<file path="src/hdl/rmstep_pkg.sv">
// ----------------------------------------------------------------------------
// rmstep_pkg
// Shared types, opcodes and register codes for the six-register step unit.
// ----------------------------------------------------------------------------
`default_nettype none

package rmstep_pkg;

  localparam int NumRegs  = 6;
  localparam int WordW    = 64;
  localparam int RidxW    = 3;
  localparam int OpW      = 4;
  localparam int OperandW = 16;
  localparam int StartW   = 8;
  localparam int LenW     = 9;
  localparam int CfgIdxW  = 2;
  localparam int CfgDataW = 9;
  localparam int HalfW    = WordW / 2;

  typedef logic [WordW-1:0] word_t;
  typedef logic [RidxW-1:0] ridx_t;

  // opcodes
  localparam logic [OpW-1:0] OP_ADDR = 4'd0;
  localparam logic [OpW-1:0] OP_ADDI = 4'd1;
  localparam logic [OpW-1:0] OP_MULR = 4'd2;
  localparam logic [OpW-1:0] OP_MULI = 4'd3;
  localparam logic [OpW-1:0] OP_BANR = 4'd4;
  localparam logic [OpW-1:0] OP_BANI = 4'd5;
  localparam logic [OpW-1:0] OP_BORR = 4'd6;
  localparam logic [OpW-1:0] OP_BORI = 4'd7;
  localparam logic [OpW-1:0] OP_SETR = 4'd8;
  localparam logic [OpW-1:0] OP_SETI = 4'd9;
  localparam logic [OpW-1:0] OP_GTIR = 4'd10;
  localparam logic [OpW-1:0] OP_GTRI = 4'd11;
  localparam logic [OpW-1:0] OP_GTRR = 4'd12;
  localparam logic [OpW-1:0] OP_EQIR = 4'd13;
  localparam logic [OpW-1:0] OP_EQRI = 4'd14;
  localparam logic [OpW-1:0] OP_EQRR = 4'd15;

  // configuration register indexes
  localparam logic [CfgIdxW-1:0] CFG_PTR_REG  = 2'd0;
  localparam logic [CfgIdxW-1:0] CFG_START    = 2'd1;
  localparam logic [CfgIdxW-1:0] CFG_PROG_LEN = 2'd2;

  // configuration reset values
  localparam logic [RidxW-1:0]  RST_PTR_REG  = 3'd3;
  localparam logic [StartW-1:0] RST_START    = 8'd1;
  localparam logic [LenW-1:0]   RST_PROG_LEN = 9'd36;

  typedef struct packed {
    logic a_is_reg;
    logic b_is_reg;
    logic bad;
    logic is_mul;
  } decode_t;

  typedef struct packed {
    logic  en;
    logic  wen;
    ridx_t dest;
  } commit_t;

endpackage

`default_nettype wire

</file>
<file path="src/hdl/rmstep_alu.sv">
// ----------------------------------------------------------------------------
// rmstep_alu
// Opcode decode, index check, operand selection and result for one item.
// ----------------------------------------------------------------------------
`default_nettype none

module rmstep_alu
  import rmstep_pkg::*;
(
  input  logic [OpW-1:0]      command,
  input  logic [OperandW-1:0] operand_a,
  input  logic [OperandW-1:0] operand_b,
  input  ridx_t               dest_index,
  input  word_t               va_reg,
  input  word_t               vb_reg,
  input  word_t               mul_prod,
  output decode_t             dec,
  output word_t               va,
  output word_t               vb,
  output word_t               res
);

  always_comb begin
    unique case (command) inside
      OP_SETR: begin
        dec.a_is_reg = 1'b1;
        dec.b_is_reg = 1'b0;
      end
      OP_SETI: begin
        dec.a_is_reg = 1'b0;
        dec.b_is_reg = 1'b0;
      end
      OP_GTIR, OP_EQIR: begin
        dec.a_is_reg = 1'b0;
        dec.b_is_reg = 1'b1;
      end
      OP_GTRI, OP_EQRI: begin
        dec.a_is_reg = 1'b1;
        dec.b_is_reg = 1'b0;
      end
      OP_GTRR, OP_EQRR: begin
        dec.a_is_reg = 1'b1;
        dec.b_is_reg = 1'b1;
      end
      // arithmetic and logic: even codes take b from a register
      default: begin
        dec.a_is_reg = 1'b1;
        dec.b_is_reg = ~command[0];
      end
    endcase
    dec.bad = dest_index >= RidxW'(NumRegs)
           || (dec.a_is_reg && operand_a >= OperandW'(NumRegs))
           || (dec.b_is_reg && operand_b >= OperandW'(NumRegs));
    dec.is_mul = command == OP_MULR || command == OP_MULI;
  end

  assign va = dec.a_is_reg ? va_reg : WordW'(operand_a);
  assign vb = dec.b_is_reg ? vb_reg : WordW'(operand_b);

  always_comb begin
    unique case (command) inside
      OP_ADDR, OP_ADDI:          res = va + vb;
      OP_MULR, OP_MULI:          res = mul_prod;
      OP_BANR, OP_BANI:          res = va & vb;
      OP_BORR, OP_BORI:          res = va | vb;
      OP_SETR, OP_SETI:          res = va;
      OP_GTIR, OP_GTRI, OP_GTRR: res = WordW'($signed(va) > $signed(vb));
      default:                   res = WordW'(va == vb);
    endcase
  end

endmodule

`default_nettype wire

</file>
<file path="config.mk">
export PLATFORM = sky130hd
export DESIGN_NAME = rmstep_alu
export DESIGN_NICKNAME = d
export VERILOG_FILES = /design/src/hdl/rmstep_pkg.sv /design/src/hdl/rmstep_alu.sv
export SDC_FILE = /design/constraint.sdc
export NUM_CORES = 1
export LEC_CHECK = 0
export ABC_AREA = 1
export BUFFER_PORTS_ARGS = -buffer_cell sky130_fd_sc_hd__buf_2
export CORE_AREA = 4 4 166 168
export DETAILED_ROUTE_END_ITERATION = 10
export DIE_AREA = 0 0 170 172
export PLACE_DENSITY = 0.66
export SETUP_SLACK_MARGIN = 0.15
export SLEW_MARGIN = 20
export SYNTH_ARGS = -nofsm -noshare
export SYNTH_HDL_FRONTEND = slang
export SYNTH_SLANG_ARGS = --single-unit
</file>
<file path="constraint.sdc">
create_clock -name vclk -period 12.5
set_clock_uncertainty 0.2 [all_clocks]
set_input_delay 3.125 -clock vclk [all_inputs]
set_output_delay 3.125 -clock vclk [all_outputs]
set_load 0.05 [all_outputs]
</file>
==> results_dict.tcl <==
set metrics [dict create \
    status "complete, no violations" \
    grt_pass1_wl_microns 69600 \
    core_area_sq_um 25900 \
    vias_per_cell 5.29 \
    layout_commonest_cell "buf_2" \
    wl_microns 45800 \
    internal_power_uw 208 \
    die_h_microns 172 \
    hp-class "in2out" \
    rsz0062_at_grt "false" \
    crit_required_ps 9170 \
    layout_common_cells "buf_2, nand2_1, inv_1, nor2_1, ha_1" \
    area_delta_synth_final_pct 24.7 \
    initial_utilization 0.384 \
    slew_headroom 0.323 \
    holdBufCountCts 0 \
    ff_latch_area_sq_um 0 \
    die_w_microns 170 \
    num-fill-cells 2948 \
    mappedNetlistArea_sq_um 9950 \
    cp_max_fo 16 \
    die_area_sq_um 29200 \
    gp_congestion 0.940 \
    setup_viol 0 \
    final_max_slew_viol_count 0 \
    place_hpwl_microns 38200 \
    grt_remaining_overflow 0 \
    period_minus_slack_ps 11470 \
    layout.cells.non_filler 2576 \
    cp_slowest_cell "nand2_1" \
    first_pass_iters 5 \
    period_share 0.918 \
    hold_ws_ps 6460 \
    syn_avg_cell_area_sq_um 5.37 \
    power_density_nw_per_um2 63.2 \
    ir_drop_v 0.0000476 \
    power_uw 785 \
    design_area_sq_um 12400 \
    cpPeakStageDelay_ps 540 \
    antenna_found_initial 3 \
    n_sequential_cell 0 \
    grt_util_all_layers 0.290 \
    place_area_sq_um 12400 \
    wl_per_cell_microns 17.8 \
    numPortBuffers 426 \
    path_class "in2out" \
    synthCells 1855 \
    p_leak_nw 7.50 \
    placementRows 59 \
    fmax_ghz 0.0872 \
    drt-initial-drc-count 800 \
    post-route-util 0.479 \
    grt_max_degree 80 \
    cts_setup_buffers 0 \
    ant_nets 0 \
    synth.distinct_cells 43 \
    drc 0 \
    io_pins 427 \
    netSwitchingFraction 0.735 \
    crit_top_cell "nand2_1" \
    fin_ws_ps 1030 \
    finalHoldViolations 0 \
    nets 2664 \
    yosysSeqAreaShare 0 \
    dp_worst_setup_slack_ps 1140 \
    setup.worst_path.start_class "primary input" \
    arrival_ps 8150 \
    synth_warnings 0 \
    route.vias.total 13633 \
    antenna_cells 0 \
    worst_slew_pin_slew_ps 1010 \
    power.switching_uw 577 \
    grt_pass1_vias 13213 \
    nClkBuffers 0 \
    place_inst 2576 \
    multi_input_area_sq_um 8300 \
    pwr-share-clk 0 \
    critPathCaptureType "output pin" \
    synth_nets 2276 \
    p_comb_frac 1.000 \
    post_cts_resized 0 \
    drive_gt1_frac 0.212 \
    seq_power_share 0 \
    fin_setup_tns_ps 0 \
    drv_cap 0 \
]
-- worst max-delay path: cells and delay by family --
kind            cells  cell delay [ps]
simple gates       13             2210
compound gates      5             1130
buf+inv             6              940
fa+ha+maj           2              710
-- path summary, 6_finish.rpt --
path	startpoint	end	slack, ps	depth (start not counted)
hold / removal	dest_index[1]	dec[1]	6460	4
setup / recovery	command[1]	res[58]	1030	26
-- routing by layer --
layer | vias to the layer above | share of wire | wire (microns) | track usage
li1 | 6799 | - | - | -
met1 | 6251 | 0.42 | 19100 | 0.355
met2 | 518 | 0.50 | 22800 | 0.548
met3 | 61 | 0.066 | 3020 | 0.0332
met4 | 4 | 0.021 | 981 | 0.0583
met5 | - | 0.00035 | 16 | 0
-- Yosys cell counts (all sizes together), types with 9 or more instances --
library cell / instances / area (sq um)
a21boi: 19 / 143
nand2: 410 / 1560
a21oi: 142 / 711
nand3: 84 / 425
ha: 189 / 2360
or2: 20 / 125
inv: 393 / 1480
nor4: 16 / 100
a221oi: 53 / 464
o21ai: 141 / 721
a21o: 9 / 67.6
nand4: 16 / 100
clkbuf: 45 / 170
nor2: 223 / 840
nor3: 18 / 90.1
o2111ai: 15 / 131
o211ai: 13 / 97.6
-- power by group through the flow --
stage	clock, mW	combinational (mW)	sequential [mW]
floorplan	0	0.555	0
CTS	0	0.781	0
global route	0	0.856	0
global placement	0	0.771	0
detailed placement	0	0.778	0
finish	0	0.785	0
-- cell families after synthesis --
family,after synthesis,share of synthesized area
buffers and inverters,444,0.168
adder cells (fa/ha/maj),190,0.240
AO/OA/AOI/OAI,431,0.264
AND/OR/NAND/NOR,790,0.328
-- final cells by class --
type | instances | area share
multi-input cells | 1411 | 0.669
well taps | 335 | 0.0338
inverters | 393 | 0.119
repair buffers | 437 | 0.178
Note: power is estimated with default switching activity, not from simulation.
