### config.mk
export PLATFORM = sky130hd
export DESIGN_NAME = rmstep_mul
export DESIGN_NICKNAME = d
export VERILOG_FILES = /design/src/hdl/rmstep_pkg.sv /design/src/hdl/rmstep_mul.sv
export SDC_FILE = /design/constraint.sdc
export NUM_CORES = 2
export LEC_CHECK = 0
export BUFFER_PORTS_ARGS = -buffer_cell sky130_fd_sc_hd__buf_2
export CORE_MARGIN = 3
export CORE_UTILIZATION = 50
export CTS_CLUSTER_SIZE = 20
export DETAILED_ROUTE_END_ITERATION = 12
export GPL_ROUTABILITY_DRIVEN = 1
export GPL_TIMING_DRIVEN = 0
export PLACE_DENSITY = 0.66
export SLEW_MARGIN = 10
export SYNTH_ARGS = -nofsm -noshare
export SYNTH_HDL_FRONTEND = slang
export SYNTH_SLANG_ARGS = --single-unit
### constraint.sdc
create_clock -name clk -period 8.8 [get_ports clk]
set_input_delay 0.44 -clock clk [delete_from_list [all_inputs] [get_ports clk]]
set_output_delay 0.44 -clock clk [all_outputs]
set_load 0.01 [all_outputs]
### src/hdl/rmstep_pkg.sv
// ----------------------------------------------------------------------------
// rmstep_pkg
// Shared types, opcodes and register codes for the six-register step unit.
// ----------------------------------------------------------------------------
`default_nettype none

package rmstep_pkg;

  localparam int NumRegs  = 6;
  localparam int WordW    = 64;
  localparam int RidxW    = 3;
  localparam int OpW      = 4;
  localparam int OperandW = 16;
  localparam int StartW   = 8;
  localparam int LenW     = 9;
  localparam int CfgIdxW  = 2;
  localparam int CfgDataW = 9;
  localparam int HalfW    = WordW / 2;

  typedef logic [WordW-1:0] word_t;
  typedef logic [RidxW-1:0] ridx_t;

  // opcodes
  localparam logic [OpW-1:0] OP_ADDR = 4'd0;
  localparam logic [OpW-1:0] OP_ADDI = 4'd1;
  localparam logic [OpW-1:0] OP_MULR = 4'd2;
  localparam logic [OpW-1:0] OP_MULI = 4'd3;
  localparam logic [OpW-1:0] OP_BANR = 4'd4;
  localparam logic [OpW-1:0] OP_BANI = 4'd5;
  localparam logic [OpW-1:0] OP_BORR = 4'd6;
  localparam logic [OpW-1:0] OP_BORI = 4'd7;
  localparam logic [OpW-1:0] OP_SETR = 4'd8;
  localparam logic [OpW-1:0] OP_SETI = 4'd9;
  localparam logic [OpW-1:0] OP_GTIR = 4'd10;
  localparam logic [OpW-1:0] OP_GTRI = 4'd11;
  localparam logic [OpW-1:0] OP_GTRR = 4'd12;
  localparam logic [OpW-1:0] OP_EQIR = 4'd13;
  localparam logic [OpW-1:0] OP_EQRI = 4'd14;
  localparam logic [OpW-1:0] OP_EQRR = 4'd15;

  // configuration register indexes
  localparam logic [CfgIdxW-1:0] CFG_PTR_REG  = 2'd0;
  localparam logic [CfgIdxW-1:0] CFG_START    = 2'd1;
  localparam logic [CfgIdxW-1:0] CFG_PROG_LEN = 2'd2;

  // configuration reset values
  localparam logic [RidxW-1:0]  RST_PTR_REG  = 3'd3;
  localparam logic [StartW-1:0] RST_START    = 8'd1;
  localparam logic [LenW-1:0]   RST_PROG_LEN = 9'd36;

  typedef struct packed {
    logic a_is_reg;
    logic b_is_reg;
    logic bad;
    logic is_mul;
  } decode_t;

  typedef struct packed {
    logic  en;
    logic  wen;
    ridx_t dest;
  } commit_t;

endpackage

`default_nettype wire

### src/hdl/rmstep_mul.sv
// ----------------------------------------------------------------------------
// rmstep_mul
// Low 64 bits of a 64x64 product over three passes of one 32x32 multiplier.
// ----------------------------------------------------------------------------
`default_nettype none

module rmstep_mul
  import rmstep_pkg::*;
(
  input  logic  clk,
  input  logic  rst,
  input  logic  start,
  input  logic  clear,
  input  word_t a,
  input  word_t b,
  output logic  done,
  output word_t prod
);

  localparam logic [1:0] CntLoLo = 2'd0;
  localparam logic [1:0] CntLoHi = 2'd1;
  localparam logic [1:0] CntHiLo = 2'd2;
  localparam logic [1:0] CntDone = 2'd3;

  logic [1:0]       cnt;
  logic [HalfW-1:0] m_x;
  logic [HalfW-1:0] m_y;
  logic [WordW-1:0] m_p;
  word_t            p_low;
  logic [HalfW-1:0] cross_sum;

  always_comb begin
    unique case (cnt)
      CntLoHi: begin
        m_x = a[HalfW-1:0];
        m_y = b[WordW-1:HalfW];
      end
      CntHiLo: begin
        m_x = a[WordW-1:HalfW];
        m_y = b[HalfW-1:0];
      end
      default: begin
        m_x = a[HalfW-1:0];
        m_y = b[HalfW-1:0];
      end
    endcase
  end

  assign m_p = m_x * m_y;

  always_ff @(posedge clk) begin
    if (rst || clear) begin
      cnt <= CntLoLo;
    end else if (start && cnt != CntDone) begin
      cnt <= cnt + 2'd1;
    end
  end

  // cross terms only reach the upper half, so their low 32 bits suffice
  always_ff @(posedge clk) begin
    if (start) begin
      case (cnt)
        CntLoLo: p_low <= m_p;
        CntLoHi: cross_sum <= m_p[HalfW-1:0];
        CntHiLo: cross_sum <= cross_sum + m_p[HalfW-1:0];
        default: ;
      endcase
    end
  end

  assign done = start && cnt == CntDone;
  assign prod = {p_low[WordW-1:HalfW] + cross_sum, p_low[HalfW-1:0]};

  a_cnt_needs_start: assert property (@(posedge clk) disable iff (rst)
    cnt != CntLoLo |-> start)
    else $error("multiplier advanced without a multiply item");

endmodule

`default_nettype wire

==> impl_metrics.ini <==
[finish]
fin_nets = 6239
final_util = 0.620
area_growth_pct = 21.8
fill_cells = 6675
multi_input_area_sq_mm = 0.0346
regArea_sq_mm = 0.00293
drive_gt1_frac = 0.212

[logic_synthesis]
synth_top_area_cell = fa_1
yosysMostFrequentCell = inv_1
synth.top_cell.area_share = 0.452
synth_cell_types = 71
syn_area_sq_mm = 0.0398
ys.flop_type = edfxtp_1
syn_inst = 4432
synthArstFlopShare = 0
ys_seq_elements = 98
ys_seq_area_frac = 0.0735
ys_warn_count = 0
synth_area_leaders = fa_1 45%, ha_1 10%, inv_1 8.7%, edfxtp_1 7.2%, nand2_1 6.4%
yosys-top-cells-count = 925 x inv_1, 898 x fa_1, 683 x nand2_1
syn_area_per_cell_sq_um = 8.98
syn_nets = 5792
synth_edf_count = 96

[floorplan]
start_util = 0.509
rows = 102
die_height_um = 288
die_x_um = 288
ioPinCount = 197
die_area_sq_mm = 0.0830
core_area_sq_mm = 0.0781

[worst_setup_path]
cp_max_fo = 5
critPathCaptureType = register
r2r_end = cross_sum[31]$_DFFE_PP_
critPathMostFrequentCell = fa_1
reg2reg_from = cnt[1]$_SDFFE_PP0P_
max_stage_delay_ns = 0.54
critical_path.startpoint_type = register
timing.reg2reg.setup_slack_ns = -0.42
critical_path.slowest_cell = fa_1
cp.required_ns = 8.89
cp.arrival_ns = 9.31
worstSetupPathType = reg2reg
reg2regPathDepth = 36

[route]
wl_um = 159000
drc_errors = 0
drt-pass1-iter-count = 6
dr.first_iter.drc_count = 3171
num_vias = 34160
wl_per_cell_um = 26.9
vias_per_cell = 5.76
drtAntennaViolNets = 0

[place]
place_hpwl_um = 126000
place_congestion = 1.06
portBuffers = 196

[clock_network]
h-tree-depth = 3
root_buffer = clkbuf_16
cts_buffer_depth = 2
clock-sinks = 98
cts_tree = yes
hold_buffers = 0
clkLatencyLatePin_ns = 0.36
cts-buffers-inserted = 9
clkSlewWorstSetupHoldPaths_ns = 0.07

[hold_path]
hold_start = rst
hold_class = in2reg
holdPathEnd = cnt[0]$_SDFFE_PP0P_
holdPathStages = 2

[grt]
grt_antenna_before_repair = 8
grt_pass1_wl_um = 227000
grt_usage = 0.386
grt_max_degree = 65
grt.overflow.total = 0
grt_pass1_vias = 34783

[run]
drv_cap = 0

[timing]
final.setup_skew_ns = 0.00747
tightestPinTransition_ns = 1.15
drv_slew = 0
hold_viol = 0
max_slew_margin = 0.210
max_freq_mhz = 109
setup_slack_ns = -0.417
post-route-min-period_ns = 9.22
rsz0062_at_grt = true
setup_violations = 8
whs_ns = 0.249
final.period_utilization = 1.05

[status]
status = complete, but fails checks
violations = negative setup slack
## registers in the layout, indices dropped and copies added (netlist names)
name	flops
p_low	64
cross_sum	32
cnt	2
## per-layer routing
metal | track usage | vias up | routed length, um
met3 | 0.126 | 523 | 19800
li1 | - | 14314 | -
met5 | 0 | - | 64
met1 | 0.484 | 17235 | 58000
met2 | 0.582 | 2078 | 69400
met4 | 0.234 | 10 | 12000
## cells by family (layout without fill, tap and decap cells)
logic type                 count (synthesis)  after routing  synth area share
and+or+nand+nor                         1279           1279             0.127
buffers and inverters                   1154           1606             0.112
AOI/OAI and AO/OA                        409            409            0.0669
other                                      0              3                 0
adders and majority gates               1228           1228             0.556
DFF                                       98             98            0.0735
muxes                                    140            140            0.0376
xor gates and xnor gates                 124            124            0.0273
## through the flow
step / setup WS (ns) / cell area [sq um] / std cells / TNS, ns
global route: -0.631 / 48400 / 5924 / -4.87
CTS: -0.325 / 47100 / 5848 / -1.48
detailed placement: -2.35 / 42500 / 5682 / -68.10
global placement: -2.68 / 42300 / 5668 / -90.25
finish: -0.417 / 48400 / 5927 / -2.29
floorplan: 0.00277 / 40000 / 4432 / 0
## cell type report
cell class | count | share of cell area
Antenna cell | 3 | 0.000155
Buffer | 205 | 0.0477
Clock buffer | 10 | 0.00473
Clock inverter | 6 | 0.00230
Inverter | 925 | 0.0718
Multi-Input combinational cell | 3180 | 0.714
Sequential cell | 98 | 0.0605
Tap cell | 1040 | 0.0269
Timing Repair Buffer | 460 | 0.0723
## worst max path at each step
stage	from	end	slack, ns
floorplan	cnt[0]$_SDFFE_PP0P_	cross_sum[31]$_DFFE_PP_	0.003
global placement	cnt[0]$_SDFFE_PP0P_	cross_sum[29]$_DFFE_PP_	-2.68
detailed placement	cnt[0]$_SDFFE_PP0P_	cross_sum[29]$_DFFE_PP_	-2.35
CTS	cnt[1]$_SDFFE_PP0P_	cross_sum[31]$_DFFE_PP_	-0.32
global route	cnt[0]$_SDFFE_PP0P_	cross_sum[31]$_DFFE_PP_	-0.63
finish	cnt[1]$_SDFFE_PP0P_	cross_sum[31]$_DFFE_PP_	-0.42
## cells in the final DEF, fill, tap and decap left out, types with 10 or more instances in the layout
cell         n
o21ai_1     31
clkbuf_2    19
edfxtp_1    96
a21oi_1    114
nand2_1    672
clkbuf_8    31
inv_2       10
nor3_1      13
a21oi_4     12
a21oi_2     29
buf_2      202
mux2i_4     52
xnor2_1     79
nor2_2      12
fa_1       871
buf_4      247
nand2b_1    20
nor2_1     469
clkbuf_4    38
nand3_1     13
clkbuf_1    12
o21ai_0     33
nand4_1     23
fa_2        27
mux2_2      46
a21o_1      64
inv_1      913
o21bai_1    32
o21ai_2     10
ha_1       284
buf_12      33
clkbuf_16   39
buf_8       15
mux2_4      29
buf_6       33
xor2_1      26
ha_4        42
## critical path: cells and delay by family, from the launching register on
family	cells	cell delay, ns
DFF	1	0.37
buffers and inverters	10	1.11
AOI/OAI and AO/OA	7	1.13
muxes	2	0.59
xor gates and xnor gates	2	0.29
and+or+nand+nor	4	0.69
adders and majority gates	11	4.76
## what timing repair did
action / CTS / global route
endpoints found under the hold margin: 0 / 0
setup buffers: 165 / 81
pin swaps: 105 / 100
gates resized for setup: 641 / 180
setup endpoints to repair: 64 / 27
cloned: 4 / 0
Power is not shown: default switching activity piles up to over one toggle a cycle in this logic, so the estimate is an artifact.
