--- src/hdl/rmstep_pkg.sv ---
// ----------------------------------------------------------------------------
// rmstep_pkg
// Shared types, opcodes and register codes for the six-register step unit.
// ----------------------------------------------------------------------------
`default_nettype none

package rmstep_pkg;

  localparam int NumRegs  = 6;
  localparam int WordW    = 64;
  localparam int RidxW    = 3;
  localparam int OpW      = 4;
  localparam int OperandW = 16;
  localparam int StartW   = 8;
  localparam int LenW     = 9;
  localparam int CfgIdxW  = 2;
  localparam int CfgDataW = 9;
  localparam int HalfW    = WordW / 2;

  typedef logic [WordW-1:0] word_t;
  typedef logic [RidxW-1:0] ridx_t;

  // opcodes
  localparam logic [OpW-1:0] OP_ADDR = 4'd0;
  localparam logic [OpW-1:0] OP_ADDI = 4'd1;
  localparam logic [OpW-1:0] OP_MULR = 4'd2;
  localparam logic [OpW-1:0] OP_MULI = 4'd3;
  localparam logic [OpW-1:0] OP_BANR = 4'd4;
  localparam logic [OpW-1:0] OP_BANI = 4'd5;
  localparam logic [OpW-1:0] OP_BORR = 4'd6;
  localparam logic [OpW-1:0] OP_BORI = 4'd7;
  localparam logic [OpW-1:0] OP_SETR = 4'd8;
  localparam logic [OpW-1:0] OP_SETI = 4'd9;
  localparam logic [OpW-1:0] OP_GTIR = 4'd10;
  localparam logic [OpW-1:0] OP_GTRI = 4'd11;
  localparam logic [OpW-1:0] OP_GTRR = 4'd12;
  localparam logic [OpW-1:0] OP_EQIR = 4'd13;
  localparam logic [OpW-1:0] OP_EQRI = 4'd14;
  localparam logic [OpW-1:0] OP_EQRR = 4'd15;

  // configuration register indexes
  localparam logic [CfgIdxW-1:0] CFG_PTR_REG  = 2'd0;
  localparam logic [CfgIdxW-1:0] CFG_START    = 2'd1;
  localparam logic [CfgIdxW-1:0] CFG_PROG_LEN = 2'd2;

  // configuration reset values
  localparam logic [RidxW-1:0]  RST_PTR_REG  = 3'd3;
  localparam logic [StartW-1:0] RST_START    = 8'd1;
  localparam logic [LenW-1:0]   RST_PROG_LEN = 9'd36;

  typedef struct packed {
    logic a_is_reg;
    logic b_is_reg;
    logic bad;
    logic is_mul;
  } decode_t;

  typedef struct packed {
    logic  en;
    logic  wen;
    ridx_t dest;
  } commit_t;

endpackage

`default_nettype wire

--- src/hdl/rmstep_regs.sv ---
// ----------------------------------------------------------------------------
// rmstep_regs
// Register file and pointer: run start, pointer binding, reads and commit.
// ----------------------------------------------------------------------------
`default_nettype none

module rmstep_regs
  import rmstep_pkg::*;
(
  input  logic              clk,
  input  logic              rst,
  input  logic              first,
  input  ridx_t             ptr_sel,
  input  logic [StartW-1:0] start_value,
  input  ridx_t             rd_a,
  input  ridx_t             rd_b,
  input  commit_t           cmt,
  input  word_t             res,
  output word_t             va_reg,
  output word_t             vb_reg,
  output word_t             next_ptr,
  output word_t             reg0_after
);

  word_t reg_file [NumRegs];
  word_t ptr;
  word_t ptr_base;
  word_t pre  [NumRegs];
  word_t post [NumRegs];
  logic  bound;

  assign ptr_base = first ? '0 : ptr;
  assign bound    = ptr_sel < RidxW'(NumRegs);

  // state as the instruction sees it: run start, then pointer into its register
  always_comb begin
    for (int i = 0; i < NumRegs; i++) begin
      if (ptr_sel == RidxW'(i)) begin
        pre[i] = ptr_base;
      end else if (first) begin
        pre[i] = (i == 0) ? WordW'(start_value) : '0;
      end else begin
        pre[i] = reg_file[i];
      end
      post[i] = (cmt.wen && cmt.dest == RidxW'(i)) ? res : pre[i];
    end
  end

  assign va_reg = (rd_a < RidxW'(NumRegs)) ? pre[rd_a] : '0;
  assign vb_reg = (rd_b < RidxW'(NumRegs)) ? pre[rd_b] : '0;

  // the bound register holds ptr_base unless this instruction overwrote it
  assign next_ptr   = (bound && cmt.wen && cmt.dest == ptr_sel) ? res + 64'd1
                                                                : ptr_base + 64'd1;
  assign reg0_after = post[0];

  always_ff @(posedge clk) begin
    if (rst) begin
      for (int i = 0; i < NumRegs; i++) begin
        reg_file[i] <= '0;
      end
      ptr <= '0;
    end else if (cmt.en) begin
      for (int i = 0; i < NumRegs; i++) begin
        reg_file[i] <= post[i];
      end
      ptr <= next_ptr;
    end
  end

  a_first_ptr: assert property (@(posedge clk) disable iff (rst)
    cmt.en && first && !(cmt.wen && cmt.dest == ptr_sel) |=> ptr == 64'd1)
    else $error("run start did not leave pointer at one");

  a_bound_ptr: assert property (@(posedge clk) disable iff (rst)
    cmt.en && bound |=> ptr == reg_file[$past(ptr_sel)] + 64'd1)
    else $error("pointer out of step with its bound register");

endmodule

`default_nettype wire

--- config.mk ---
export PLATFORM = sky130hd
export DESIGN_NAME = rmstep_regs
export DESIGN_NICKNAME = d
export VERILOG_FILES = /design/src/hdl/rmstep_pkg.sv /design/src/hdl/rmstep_regs.sv
export SDC_FILE = /design/constraint.sdc
export NUM_CORES = 2
export LEC_CHECK = 0
export BUFFER_PORTS_ARGS = -buffer_cell sky130_fd_sc_hd__buf_2
export CAP_MARGIN = 0
export CORE_MARGIN = 10
export CORE_UTILIZATION = 55
export DETAILED_ROUTE_END_ITERATION = 7
export GPL_ROUTABILITY_DRIVEN = 0
export PLACE_DENSITY = 0.82
export SLEW_MARGIN = 15
export SYNTH_ARGS = -nofsm -noshare
export SYNTH_HDL_FRONTEND = slang
export SYNTH_SLANG_ARGS = --single-unit
--- constraint.sdc ---
create_clock -name clk -period 9.8 [get_ports clk]
set_input_delay 0 -clock clk [delete_from_list [all_inputs] [get_ports clk]]
set_output_delay 0 -clock clk [all_outputs]
set_load 0.005 [all_outputs]
==> reports/qor.csv <==
stage,metric,value,unit
outcome,outcome,finished with violations,
outcome,failing checks,DRC,
clock_tree,Worst-Skew Late Latency,0.65,ns
logic_synthesis,post-synthesis compound-gate area fraction,17.6,%
worst_setup_path,worst r2r src,ptr[0],
floorplanning,Initial Util,55.8,%
clock_tree,Resize count post-CTS,0,
worst_setup_path,worst path bufs/invs,3,
power_and_ir_drop,Logic pwr share,17.5,%
grt,grt peak-use layer,met2,
sta,Rel. slew slack,14.0,%
floorplanning,Cell Rows,92,
final_layout,share of layout cells above drive strength 1,14.3,%
routing,First-pass DRT Iterations,8,
worst_hold_path,worst min path class,primary input to flip-flop,
worst_setup_path,Worst R2R Path Depth,11,
logic_synthesis,"Seq/Total Area, Yosys",36.4,%
floorplanning,die width,273,um
grt,antenna violations before repair,5,
worst_setup_path,FF-to-FF End,ptr[42],
final_layout,Register Area,12800,um2
logic_synthesis,Synth Warn #,0,
grt,met3 usage,12.6,%
logic_synthesis,ys async rst share,0,%
clock_tree,CTS Buf Count,52,
grt,GR Layer Usage met2,53.3,%
worst_setup_path,"slowest stage delay, CP",1.16,ns
clock_tree,H-tree Lvls,2,
routing,DR DRC count,2,
logic_synthesis,post-synthesis cell area,35200,um2
grt,met1 usage,44.1,%
sta,Setup Skew,0.0441,ns
logic_synthesis,#FFs+latches synth,448,
routing,Vias/cell,6.82,
sta,RSZ-0062 raised after global routing,no,
placement,Port-buffer cells,344,
routing,final WL,141,mm
floorplanning,DIE AREA,74600,um2
routing,Vias,37300,
sta,Achievable Freq,194,MHz
power_and_ir_drop,Clock Power Share,38.8,%
power_and_ir_drop,Sw Share,29.7,%
power_and_ir_drop,Int Pwr,0.00356,W
clock_tree,CTS sink cnt,448,
sta,Worst Tran Pin Value,1.29,ns
clock_tree,"CTS clk-pin slew, worst paths",0.06,ns
routing,DRT antenna net count,0,
worst_setup_path,R2R setup slack,5.90,ns
power_and_ir_drop,Max IR drop VDD,145,uV
clock_tree,CTS root buf,clkbuf_16,
grt,Total GRT Usage,35.9,%
grt,vias in the first global route,35100,
sta,fin. max-slew vios,0,
floorplanning,Die Y,273,um
worst_setup_path,data arrival time of the critical path,5.15,ns
logic_synthesis,Simple-Gate Fraction of Synth Area,23.4,%
sta,Setup TNS Final,0,ns
final_layout,area occupied by multi-input gates,19600,um2
floorplanning,I/O pins,345,
grt,GRT overflow,0,
worst_setup_path,Startpoint Class,primary input,
power_and_ir_drop,Sequential Power Share,43.7,%
routing,DRT iter0 DRCs,7043,
final_layout,Synth-to-Final Area Change,9.53,%
routing,drt wl/cell,25.7,um
final_layout,fillcell total,5411,
worst_setup_path,crit-path leading delay family,simple AND/OR/NAND/NOR gates,
power_and_ir_drop,Pwr Density,131,nW/um2
logic_synthesis,Synth Area in XOR/XNOR,1.74,%
sta,final worst path period need,5.15,ns
logic_synthesis,synthesized instance count,4619,
sta,Setup Viol. Count Final,0,
logic_synthesis,main flop type after synthesis,edfxtp_1,
logic_synthesis,Synth Net Count,4709,
sta,fin crit share,52.5,%
worst_setup_path,CP Launch Point,ptr_sel[1],
worst_setup_path,CP max-delay cell,a222oi_1,
logic_synthesis,Yosys cell types,67,
worst_setup_path,instance count on the critical path,15,
worst_setup_path,crit-path cells,"buf_2, nand2b_1, and3_2, nand2_4, and3_1, a21oi_1, inv_1, ha_1, nand3_1, nor2_1, nand3_1, a222oi_1, o2111ai_1, xor2_1, buf_2",
worst_setup_path,end of the critical path,next_ptr[42],
clock_tree,buffer depth of the longest clock path,3,
power_and_ir_drop,P_leak,13.9,nW
placement,DP HPWL,87.2,mm
worst_setup_path,CP max FO,89,
logic_synthesis,mux cell area share after synthesis,12.6,%
logic_synthesis,Post-Syn Area per Cell,7.63,um2
grt,first-pass GRT wire length,210,mm
final_layout,Layout Nets,4672,
logic_synthesis,largest family of logic cells by synthesized area,simple AND/OR/NAND/NOR gates,
worst_setup_path,"Req. time, crit path",9.80,ns
logic_synthesis,"EDFF count, synth",384,
job,max-cap violations,0,
clock_tree,CTS tree,built,
grt,largest net degree at the start of global routing,136,
power_and_ir_drop,Net Switching,0.00150,W
worst_setup_path,Setup crit end kind,output port,
floorplanning,Core Area,63200,um2
worst_setup_path,kind of critical path,primary input to output port,
logic_synthesis,Synth Area in Adders,0.0355,%
sta,Hold WS,0.130,ns
sta,Fin. Hold Viols,0,
-- flip-flops by register name, summed over array words and instances, names as in the netlist --
name / flops
reg_file: 384
ptr: 64
-- kinds of logic after synthesis --
kind of cell,Yosys count
and+or+nand+nor,1999
AOI/OAI and AO/OA,1111
buffers and inverters,707
DFF,448
muxes,283
xor gates and xnor gates,70
adders and majority gates,1
-- layout by cell type, fill, tap and decap left out, types with 47 or more instances in the layout --
master	netlist	layout
buf_2	14	339
nand4_1	47	47
clkbuf_16	0	54
nor2_1	65	58
dlygate4sd3_1	0	66
and3_1	58	57
edfxtp_1	384	384
inv_1	142	140
buf_4	65	66
a21oi_1	799	799
mux2i_1	145	145
dfxtp_1	64	64
nand2_1	1654	1651
o22ai_1	129	128
mux4_2	128	128
-- synthesized netlist by cell type (all sizes together) (4+ instances only) --
master   number  share of area, %
or3           8              0.14
inv         142               1.5
a22oi        13              0.28
a31oi        21              0.37
a211oi        4             0.085
o22ai       129               2.3
nand2      1655                18
buf         152               2.4
nor3         19              0.27
nor2         65              0.69
or4          10              0.22
dfxtp        64               3.6
nand4        47              0.83
or2           7              0.12
clkbuf      413               4.4
a22o         40              0.99
mux2i       145               4.1
nand2b       11              0.22
xnor2        28              0.70
and2         21              0.37
o21a          4             0.085
o21ai        30              0.43
a21oi       799                11
nand3b        8              0.17
and3b         5              0.12
xor2         42               1.0
a21o          4             0.085
mux4        128               8.2
a221oi        4             0.099
and3         58               1.0
nor4          9              0.16
o211ai       17              0.36
a222oi        4              0.11
o2111ai      16              0.40
nor2b         7              0.12
edfxtp      384                33
nand3        46              0.65
o31ai         5              0.11
mux2         10              0.32
and4          9              0.22
-- per-layer routing --
metal,share of wire (%),up-vias
li1,-,15900
met1,33,17000
met2,43,3616
met3,17,814
met4,7.4,4
met5,0.015,-
-- worst min path at each step --
stage / depth (start not counted) / start / endpoint
6_report: 5 / cmt[2] / reg_file[0][55]
5_1_grt: 5 / cmt[2] / reg_file[0][52]
4_1_cts: 5 / cmt[2] / reg_file[0][55]
3_5_place_dp: 4 / res[58] / reg0_after[58]
3_3_place_gp: 4 / res[58] / reg0_after[58]
2_1_floorplan: 3 / res[58] / reg0_after[58]
-- power by group through the flow --
stage               registers, W  logic, W  clock network (W)
detailed placement       0.00225  0.000828                  0
CTS                      0.00221  0.000854            0.00195
global placement         0.00224  0.000813                  0
finish                   0.00221  0.000888            0.00196
global route             0.00222  0.000932            0.00203
floorplan                0.00225  0.000572                  0
-- cell type report --
type                            instances  share of cell area (%)
Multi-Input combinational cell       3464                    50.8
Sequential cell                       448                    33.2
Timing Repair Buffer                  474                    7.49
Clock buffer                           84                    3.97
Tap cell                              846                    2.74
Inverter                              142                    1.40
Clock inverter                         12                   0.314
Antenna cell                            5                  0.0324
-- worst reg2reg max path, stage by stage (launching register included) --
cell and delay, ns:
dfxtp_1 0.55, and3_1 0.22, a21oi_1 0.07, inv_1 0.08
ha_1 0.23, nand3_1 0.17, nor2_1 0.26, nand3_1 0.37
a222oi_1 1.16, o2111ai_1 0.29, xor2_1 0.24, a22o_1 0.20
-- timing repair --
| item | CTS | global route |
|---|---|---|
| setup buffers | 0 | 0 |
| hold buffers | 66 | 0 |
| endpoints found under the hold margin | 395 | 0 |
-- metrics by stage --
step,cell area (um2),util (%),total power [W],setup slack [ns],cells
2_1_floorplan,35200,-,0.00282,0.962,4619
3_3_place_gp,36300,57.4,0.00306,5.05,5308
3_5_place_dp,36300,57.4,0.00308,4.90,5308
4_1_cts,38600,61.0,0.00501,4.96,5470
5_1_grt,38600,61.1,0.00518,4.46,5471
6_report,38600,61.1,0.00506,4.65,5475
(Power assumes the default switching activity.)
